## src/rtl/pbu_pkg.sv

```systemverilog
`timescale 1ns / 1ps

package pbu_pkg;

    localparam int CH_W       = 13;
    localparam int IN_DATA_W  = 104;  // eight channels, byte aligned already
    localparam int OUT_DATA_W = 56;   // four channels, padded to seven bytes
    localparam int CFG_ADDR_W = 3;
    localparam int CFG_DATA_W = 32;
    localparam int MODE_W     = 4;

    localparam logic [CH_W-1:0] FULL_SCALE = 13'd4096;
    localparam logic [CH_W-1:0] HALF_SCALE = 13'd2048;

    // Register index, taken from paddr[2]
    localparam logic REG_BLEND_MODE = 1'b0;

    typedef enum logic [MODE_W-1:0] {
        MODE_REPLACE  = 4'd0,
        MODE_ADD      = 4'd1,
        MODE_SUBTRACT = 4'd2,
        MODE_MULTIPLY = 4'd3,
        MODE_BLEND    = 4'd4,
        MODE_MORPH    = 4'd5,
        MODE_INVERT   = 4'd6,
        MODE_MIN      = 4'd7,
        MODE_MAX      = 4'd8,
        MODE_IGNORE   = 4'd9
    } blend_mode_t;

    typedef struct packed {
        logic [CH_W-1:0] red;
        logic [CH_W-1:0] green;
        logic [CH_W-1:0] blue;
        logic [CH_W-1:0] alpha;
    } pixel_t;

    // Channel values above full scale are clamped to full scale
    function automatic logic [CH_W-1:0] sat_ch(input logic [CH_W-1:0] v);
        return (v > FULL_SCALE) ? FULL_SCALE : v;
    endfunction

endpackage

```

## src/rtl/pixel_blend_unit.sv

```systemverilog
`timescale 1ns / 1ps

// Channel  | Direction | Payload
// ---------+-----------+-------------------------------------------------
// cfg APB  | in/out    | blend_mode at byte address 0 (bits 3:0)
// s_axis   | in        | base r,g,b,a then src r,g,b,a, 13 bits each
// m_axis   | out       | out r,g,b,a, 13 bits each, zero padded to 56 bits
//
// Two register stages: a capture register (inputs clamped to 4096) and a
// result register, with the blend math between them. One transfer per clock
// in and out while m_tready is high; m_tvalid follows the result register.
// rst_n clears both valid bits and sets blend_mode to replace.
// A stall on m_tready holds the result; the capture stage still takes one
// more transfer while it is empty, and s_tready drops once both are full.
module pixel_blend_unit
(
    input  logic                             clk,
    input  logic                             rst_n,

    input  logic                             psel,
    input  logic                             penable,
    input  logic                             pwrite,
    input  logic [pbu_pkg::CFG_ADDR_W-1:0]   paddr,
    input  logic [pbu_pkg::CFG_DATA_W-1:0]   pwdata,
    output logic [pbu_pkg::CFG_DATA_W-1:0]   prdata,
    output logic                             pready,

    input  logic                             s_tvalid,
    output logic                             s_tready,
    // base_red, base_green, base_blue, base_alpha,
    // src_red, src_green, src_blue, src_alpha
    input  logic [pbu_pkg::IN_DATA_W-1:0]    s_tdata,

    output logic                             m_tvalid,
    input  logic                             m_tready,
    // out_red, out_green, out_blue, out_alpha, 4 zero bits
    output logic [pbu_pkg::OUT_DATA_W-1:0]   m_tdata
);

    localparam int W = pbu_pkg::CH_W;

    logic [pbu_pkg::MODE_W-1:0] mode;

    // Capture stage
    logic            in_valid_reg;
    logic            in_valid_next;
    pbu_pkg::pixel_t base_reg;
    pbu_pkg::pixel_t src_reg;
    pbu_pkg::pixel_t base_next;
    pbu_pkg::pixel_t src_next;

    // Result stage
    logic            out_valid_reg;
    logic            out_valid_next;
    pbu_pkg::pixel_t res_reg;
    pbu_pkg::pixel_t res_next;
    pbu_pkg::pixel_t res_comb;

    logic            out_load;
    logic            in_load;

    pbu_cfg u_cfg
    (
        .clk     (clk),
        .rst_n   (rst_n),
        .psel    (psel),
        .penable (penable),
        .pwrite  (pwrite),
        .paddr   (paddr),
        .pwdata  (pwdata),
        .prdata  (prdata),
        .pready  (pready),
        .mode    (mode)
    );

    // Result register is free when empty or being drained this cycle
    assign out_load = in_valid_reg && (!out_valid_reg || m_tready);
    assign s_tready = !in_valid_reg || out_load;
    assign in_load  = s_tvalid && s_tready;

    always_comb
    begin
        base_next.red   = pbu_pkg::sat_ch(s_tdata[0*W +: W]);
        base_next.green = pbu_pkg::sat_ch(s_tdata[1*W +: W]);
        base_next.blue  = pbu_pkg::sat_ch(s_tdata[2*W +: W]);
        base_next.alpha = pbu_pkg::sat_ch(s_tdata[3*W +: W]);
        src_next.red    = pbu_pkg::sat_ch(s_tdata[4*W +: W]);
        src_next.green  = pbu_pkg::sat_ch(s_tdata[5*W +: W]);
        src_next.blue   = pbu_pkg::sat_ch(s_tdata[6*W +: W]);
        src_next.alpha  = pbu_pkg::sat_ch(s_tdata[7*W +: W]);

        in_valid_next  = in_load ? 1'b1 : (out_load ? 1'b0 : in_valid_reg);
        out_valid_next = out_load ? 1'b1 : ((m_tready) ? 1'b0 : out_valid_reg);
        res_next       = res_comb;
    end

    always_ff @(posedge clk or negedge rst_n)
    begin
        if (!rst_n)
        begin
            in_valid_reg  <= 1'b0;
            out_valid_reg <= 1'b0;
        end
        else
        begin
            in_valid_reg  <= in_valid_next;
            out_valid_reg <= out_valid_next;
        end
    end

    always_ff @(posedge clk)
    begin
        if (in_load)
        begin
            base_reg <= base_next;
            src_reg  <= src_next;
        end
        if (out_load)
        begin
            res_reg <= res_next;
        end
    end

    // Four channel lanes; src alpha is the weight for blend and invert
    pbu_channel u_ch_red
    (
        .mode     (mode),
        .is_alpha (1'b0),
        .base     (base_reg.red),
        .src      (src_reg.red),
        .weight   (src_reg.alpha),
        .result   (res_comb.red)
    );

    pbu_channel u_ch_green
    (
        .mode     (mode),
        .is_alpha (1'b0),
        .base     (base_reg.green),
        .src      (src_reg.green),
        .weight   (src_reg.alpha),
        .result   (res_comb.green)
    );

    pbu_channel u_ch_blue
    (
        .mode     (mode),
        .is_alpha (1'b0),
        .base     (base_reg.blue),
        .src      (src_reg.blue),
        .weight   (src_reg.alpha),
        .result   (res_comb.blue)
    );

    pbu_channel u_ch_alpha
    (
        .mode     (mode),
        .is_alpha (1'b1),
        .base     (base_reg.alpha),
        .src      (src_reg.alpha),
        .weight   (src_reg.alpha),
        .result   (res_comb.alpha)
    );

    assign m_tvalid = out_valid_reg;
    assign m_tdata  = {{(pbu_pkg::OUT_DATA_W - 4*W){1'b0}},
                       res_reg.alpha, res_reg.blue, res_reg.green, res_reg.red};

endmodule

```

## src/rtl/pbu_cfg.sv

```systemverilog
`timescale 1ns / 1ps

module pbu_cfg
(
    input  logic                             clk,
    input  logic                             rst_n,
    input  logic                             psel,
    input  logic                             penable,
    input  logic                             pwrite,
    input  logic [pbu_pkg::CFG_ADDR_W-1:0]   paddr,
    input  logic [pbu_pkg::CFG_DATA_W-1:0]   pwdata,
    output logic [pbu_pkg::CFG_DATA_W-1:0]   prdata,
    output logic                             pready,
    output logic [pbu_pkg::MODE_W-1:0]       mode
);

    logic [pbu_pkg::MODE_W-1:0] mode_reg;
    logic [pbu_pkg::MODE_W-1:0] mode_next;
    logic                       wr_en;
    logic                       sel_mode;

    assign pready   = 1'b1;
    assign sel_mode = (paddr[2] == pbu_pkg::REG_BLEND_MODE);
    assign wr_en    = psel && penable && pwrite && pready && sel_mode;

    always_comb
    begin
        mode_next = mode_reg;
        if (wr_en)
        begin
            mode_next = pwdata[pbu_pkg::MODE_W-1:0];
        end
    end

    always_ff @(posedge clk or negedge rst_n)
    begin
        if (!rst_n)
        begin
            mode_reg <= pbu_pkg::MODE_REPLACE;
        end
        else
        begin
            mode_reg <= mode_next;
        end
    end

    assign prdata = sel_mode ? {{(pbu_pkg::CFG_DATA_W-pbu_pkg::MODE_W){1'b0}}, mode_reg}
                             : '0;
    assign mode   = mode_reg;

endmodule

```

## src/rtl/pbu_channel.sv

```systemverilog
`timescale 1ns / 1ps

// One channel of the blend: one shared signed multiplier, post-processed
// per mode.
module pbu_channel
(
    input  logic [pbu_pkg::MODE_W-1:0] mode,
    input  logic                       is_alpha,
    input  logic [pbu_pkg::CH_W-1:0]   base,
    input  logic [pbu_pkg::CH_W-1:0]   src,
    input  logic [pbu_pkg::CH_W-1:0]   weight,
    output logic [pbu_pkg::CH_W-1:0]   result
);

    logic signed [13:0] diff;
    logic signed [13:0] op_a;
    logic        [12:0] op_b;
    logic signed [27:0] prod;
    logic signed [27:0] quot;
    logic        [13:0] sum;
    logic        [25:0] inv_round;
    logic        [13:0] inv_val;
    logic        [13:0] interp_val;

    assign diff = $signed({1'b0, src}) - $signed({1'b0, base});
    assign sum  = {1'b0, base} + {1'b0, src};

    always_comb
    begin
        case (mode)
            pbu_pkg::MODE_MULTIPLY:
            begin
                op_a = $signed({1'b0, base});
                op_b = src;
            end
            pbu_pkg::MODE_INVERT:
            begin
                op_a = $signed({1'b0, base});
                op_b = weight;
            end
            pbu_pkg::MODE_MORPH:
            begin
                op_a = diff;
                op_b = pbu_pkg::HALF_SCALE;
            end
            default:
            begin
                op_a = diff;
                op_b = weight;
            end
        endcase
    end

    assign prod = op_a * $signed({1'b0, op_b});

    // Divide by 4096 truncating toward zero
    assign quot       = prod[27] ? ((prod + 28'sd4095) >>> 12) : (prod >>> 12);
    assign interp_val = {1'b0, base} + quot[13:0];

    // ((4096-c)*g + c*(4096-g))/4096 = c + g - ceil(2*c*g/4096)
    assign inv_round = ({prod[24:0], 1'b0} + 26'd4095) >> 12;
    assign inv_val   = {1'b0, base} + {1'b0, weight} - inv_round[13:0];

    always_comb
    begin
        case (mode)
            pbu_pkg::MODE_ADD:
                result = (sum > {1'b0, pbu_pkg::FULL_SCALE}) ? pbu_pkg::FULL_SCALE : sum[12:0];
            pbu_pkg::MODE_SUBTRACT:
                result = (base < src) ? '0 : 13'(base - src);
            pbu_pkg::MODE_MULTIPLY:
                result = prod[24:12];
            pbu_pkg::MODE_BLEND:
                result = is_alpha ? base : interp_val[12:0];
            pbu_pkg::MODE_MORPH:
                result = interp_val[12:0];
            pbu_pkg::MODE_INVERT:
                result = is_alpha ? base : inv_val[12:0];
            pbu_pkg::MODE_MIN:
                result = (base < src) ? base : src;
            pbu_pkg::MODE_MAX:
                result = (base > src) ? base : src;
            pbu_pkg::MODE_IGNORE:
                result = base;
            default:
                result = src;
        endcase
    end

endmodule

```

## config.mk

```make
export PLATFORM = sky130hd
export DESIGN_NAME = pixel_blend_unit
export DESIGN_NICKNAME = d
export VERILOG_FILES = /design/src/rtl/pbu_pkg.sv /design/src/rtl/pixel_blend_unit.sv /design/src/rtl/pbu_cfg.sv /design/src/rtl/pbu_channel.sv
export SDC_FILE = /design/constraint.sdc
export NUM_CORES = 2
export LEC_CHECK = 0
export BUFFER_PORTS_ARGS = -buffer_cell sky130_fd_sc_hd__buf_2
export CAP_MARGIN = 20
export CORE_AREA = 2 2 369 371
export CTS_CLUSTER_DIAMETER = 60
export DETAILED_ROUTE_END_ITERATION = 8
export DIE_AREA = 0 0 371 373
export SLEW_MARGIN = 30
export SYNTH_ARGS = -nofsm -noshare
export SYNTH_HDL_FRONTEND = slang
export SYNTH_SLANG_ARGS = --single-unit
```

## constraint.sdc

```tcl
create_clock -name clk -period 16 [get_ports clk]
set_input_delay 3.2 -clock clk [delete_from_list [all_inputs] [get_ports clk]]
set_output_delay 3.2 -clock clk [all_outputs]
set_load 0.05 [all_outputs]
```

# --- Word level (Yosys, flattened, before mapping) ---
# Index checks and enable logic that the tools add are counted.
word_totals:
  in_bits: 146
  out_inout_bits: 91
  ff_bits: 162
  word_cells: 129
classes:
  n_mux: 37
  n_eq_ne: 9
  mul: 4
  n_bitwise: 1
  n_lt_le_gt_ge: 20
  n_addsub: 29
  reduce_logical: 14
ops:
  columns: ["operator", "n"]
  rows:
  - ["$pmux W13 S8", 3]
  - ["$mux W13", 21]
  - ["$mul A14 B14 Y28", 4]
  - ["$gt A13 B13 Y1 const B", 8]
  - ["$add A25 B13 Y25 const B", 4]
  - ["$add A13 B13 Y13", 7]
  - ["$pmux W13 S7", 1]
  - ["$sub A13 B13 Y13", 7]
  - ["$pmux W13 S2", 3]
  - ["$add A25 B12 Y25 const B", 3]
  - ["$add A13 B13 Y14", 4]
  - ["$gt A14 B13 Y1 const B", 4]
  - ["$mux W14", 4]
  - ["$sub A13 B13 Y14", 4]
  - ["$gt A13 B13 Y1", 4]
  - ["$lt A13 B13 Y1", 4]
  - ["$eq A4 B3 Y1 const B", 4]
  - ["$eq A4 B2 Y1 const B", 2]
  - ["$eq A4 B4 Y1 const B", 2]
  - ["$logic_and A1 B1 Y1", 5]
  - ["$eq A4 B1 Y1 const B", 1]
  - ["$mux W1", 4]
  - ["$mux W4", 1]
  - ["$reduce_bool A2 Y1", 2]
  - ["other kinds (5)", 8]

# --- Logic depth before layout (Yosys ltp) ---
logic_depth:
  depth_word: 8
  depth_mapped: 51
  ltp_nobuf: 50

# --- Modules after synthesis ---
# A second synthesis with hierarchy kept.
hier_totals:
  cells_unflattened: 6724
  hier_area_um2: 55768.5
by_module_without_submodules:
  columns: ["mod", "instances", "cells_each", "area_per_inst_um2", "seq_area_each_um2"]
  rows:
  - ["pbu_channel at u_ch_blue", 1, 1643, 12742.2, 0.0]
  - ["pbu_channel at u_ch_red", 1, 1622, 12479.5, 0.0]
  - ["pbu_channel at u_ch_green", 1, 1575, 12410.7, 0.0]
  - ["pbu_channel at u_ch_alpha", 1, 1558, 12160.4, 0.0]
  - ["pixel_blend_unit", 1, 282, 5546.6, 4734.5]
  - ["pbu_cfg", 1, 44, 429.2, 100.1]

# --- Least setup slack after synthesis ---
# Ideal clock, no wire load.
synth_path:
  kind: "register to register"
  startpoint: "register base_reg[42] (netlist bit)"
  endpoint: "register res_reg, in the netlist m_tdata[12], data pin"
  setup_slack_ns: 4.893
  path_buffers: 1
  synth_period_minus_slack_ns: 11.107
  t_arrival_ns: 10.835
  required_time_ns: 15.729
  stages_incl_launch_ff: 46
  setup_ns: 0.271
  cell_sequence: "edfxtp_1 inv_1 ha_1 clkbuf_1 and4_1 a21oi_1 o21ai_0 a21o_1 a21o_1 a21o_1 a21oi_1 xnor2_1 mux2i_1 nor2_1 fa_1 inv_1 fa_1 inv_1 (+10 left out) o21ai_1 and3_1 or3_1 a21o_1 nor2_1 xor2_1 ha_1 nor2b_1 o21ai_0 nand2b_1 a2111o_1 a31o_2 a21o_1 a2111oi_0 nor3_1 xnor3_1 xnor2_1 o221ai_2"
synth_rtl:
  columns: ["item", "line", "source"]
  rows:
  - ["start, declared", "pixel_blend_unit.sv:47", "pbu_pkg::pixel_t base_reg;"]
  - ["start signal, assigned", "pixel_blend_unit.sv:115", "base_reg <= base_next;"]
  - ["end signal, assigned", "pixel_blend_unit.sv:120", "res_reg <= res_next;"]
  - ["end, declared", "pixel_blend_unit.sv:55", "pbu_pkg::pixel_t res_reg;"]

==> results.toml <==
[status]
status = "complete, no violations"

[global_route]
grt_pass1_vias = 44200
grt_max_degree = 61
grt_pass1_wl_microns = 267000
antenna_found_initial = 9
grt_usage = 0.255
grt_overflow = 0

[drt]
drc = 0
viasPerCell = 5.51
drt_iter0_drc = 3741
wl_microns = 176000
ant_nets = 0
dr.pass1.iters = 6
num_vias = 44600
wl_per_cell_microns = 21.7

[timing]
final_max_slew_viol_count = 0
min_period_ns = 13.10
hold_viol = 0
final-setup-viol-count = 0
min_period_over_period = 0.819
slew_headroom = 0.167
fmax_mhz = 76.3
rsz0062_at_grt = "false"
fin_setup_tns_ns = 0
tightest_slew_ns = 1.22
fin_skew_ns = 0.0211

[synthesis]
ys_seq_area_frac = 0.0929
ys.flop_type = "edfxtp_1"
ys_warn_count = 0
synth_area_sq_um = 52000
ys_ff_latch = 162
synth_cell_type_count = 111
synth_edf_count = 156
ys_top_cells_by_area = "fa_1 (30%), ha_1 (13%), edfxtp_1 (9.0%)"
synthArstFlopShare = 0.0370
synth_cells = 6204
syn-mean-instance-area_sq_um = 8.38
synth_most_common_cell = "inv_1"
synth_top_area_cell = "fa_1"
synthTopCellsByCount = "inv_1 (1140), fa_1 (772), nor2_1 (620)"
synth_top_area_share = 0.297

[clocking]
tritoncts = "yes"
root_buffer = "clkbuf_16"
cts_hold_buf = 0
clkLatencyLatePin_ns = 0.56
cts_num_sinks = 162
clkSlewWorstSetupHoldPaths_ns = 0.09
clockBufferDepth = 2
htree_levels = 4
cts_resized = 0
postCtsSetupRepairBufs = 0
cts_buffers = 17

[worst_setup_path]
criticalPathCategory = "flip-flop to flip-flop"
crit_path_end_kind = "flip-flop"
crit_buf_inv = 6
required_ns = 16.28
worstSetupStartpointType = "flip-flop"
cp_top_family = "compound AO/OA/AOI/OAI gates"
crit_path_frequent_cell = "fa_1"
crit_fanout = 11
max_stage_delay_ns = 0.76
cp_slowest_cell = "edfxtp_1"
crit_arrival_ns = 13.39

[floorplan]
dieArea_sq_um = 138000
dieWidth_microns = 371
initial_utilization = 0.386
core_sq_um = 135000
fp-row-count = 135
ios = 237
fp.dieH_microns = 373

[placement]
port_buffers = 173
place.gp.congestion = 0.952
hpwl_microns = 144000

[layout]
final_layout_size_suffix_gt1_frac = 0.0651
nets = 7740
num-fill-cells = 13600
syn2layout_area_growth_pct = 7.00

[flow_run]
cap_violations = 0

[min_path]
hp-class = "flip-flop to flip-flop"
[worst reg2reg max path: cells and delay by family, from the launching register on]
kind	cells	cell delay, ns
simple gates	6	0.93
xor+xnor	4	1.07
buf+inv	6	0.60
compound gates	20	4.85
fa+ha+maj	10	4.65
flops	1	0.76
[cells in the final DEF (no fill, tap or decap), drive strengths merged, types with 25 or more instances in the layout]
cell / count
inv: 1145
fa: 772
nor2: 622
nand2: 572
ha: 523
a21oi: 346
buf: 276
xnor2: 270
o21ai: 219
edfxtp: 156
a21o: 153
nor2b: 146
xor2: 105
nor3: 73
nand2b: 60
a221oi: 60
nand3: 59
o21a: 48
o21bai: 44
a211oi: 41
mux2i: 39
conb: 33
and3: 32
o221ai: 30
a31oi: 29
nand4: 29
o211ai: 27
and2: 26
a21boi: 25
[cell families (layout without fill, tap and decap cells)]
kind of cell    Yosys count  count (layout)  share of synthesized area
compound gates         1211            1211                      0.155
xor+xnor                378             378                     0.0649
fa+ha+maj              1295            1295                      0.423
buf+inv                1375            1452                      0.103
flops                   162             162                     0.0929
mux                      46              46                    0.00902
other cells               2              34                   0.000144
simple gates           1735            1735                      0.152
[area by class of cell]
| type | instances | area (sq um) | area share |
|---|---|---|---|
| Multi-Input combinational cell | 4698 | 42100 | 0.756 |
| Antenna cell | 1 | 2.50 | 0.0000450 |
| Clock inverter | 15 | 131 | 0.00236 |
| Sequential cell | 162 | 4830 | 0.0869 |
| Clock buffer | 17 | 425 | 0.00764 |
| Timing Repair Buffer | 276 | 1660 | 0.0299 |
| Tap cell | 1781 | 2230 | 0.0400 |
| Inverter | 1144 | 4300 | 0.0772 |
[routing by layer]
| metal | GRT usage | vias to the layer above | share of wire | routed length, microns |
|---|---|---|---|---|
| li1 | - | 20300 | - | - |
| met1 | 0.359 | 22300 | 0.44 | 77600 |
| met2 | 0.396 | 1707 | 0.45 | 78700 |
| met3 | 0.0354 | 286 | 0.072 | 12700 |
| met4 | 0.0920 | 2 | 0.038 | 6710 |
| met5 | 0 | - | 0.00011 | 20 |
[path summary, 6_finish.rpt]
path / startpoint / to / slack, ns / cells past startpoint
hold reg to reg: in_valid_reg / m_tvalid / 0.50 / 1
hold / removal: in_valid_reg / m_tvalid / 0.50 / 1
setup / recovery: base_reg[27] / m_tdata[19] / 2.90 / 46
max in group asynchronous: rst_n / in_valid_reg / 13.08 / 1
setup reg to reg: base_reg[27] / m_tdata[19] / 2.90 / 46
min in group asynchronous: rst_n / u_cfg.mode[3] / 2.58 / 1
[metrics by stage]
| stage | std cells | util | worst slack [ns] | area, sq um | hold slack, ns |
|---|---|---|---|---|---|
| 2_1_floorplan | 6235 | - | 4.89 | 52100 | 0.449 |
| 3_3_place_gp | 8060 | 0.408 | 3.16 | 55000 | 0.470 |
| 3_5_place_dp | 8061 | 0.409 | 2.98 | 55100 | 0.482 |
| 4_1_cts | 8093 | 0.413 | 2.96 | 55600 | 0.497 |
| 5_1_grt | 8093 | 0.413 | 2.04 | 55700 | 0.519 |
| 6_report | 8094 | 0.413 | 2.90 | 55700 | 0.503 |
Power is not shown: default switching activity piles up to over one toggle a cycle in this logic, so the estimate is an artifact.
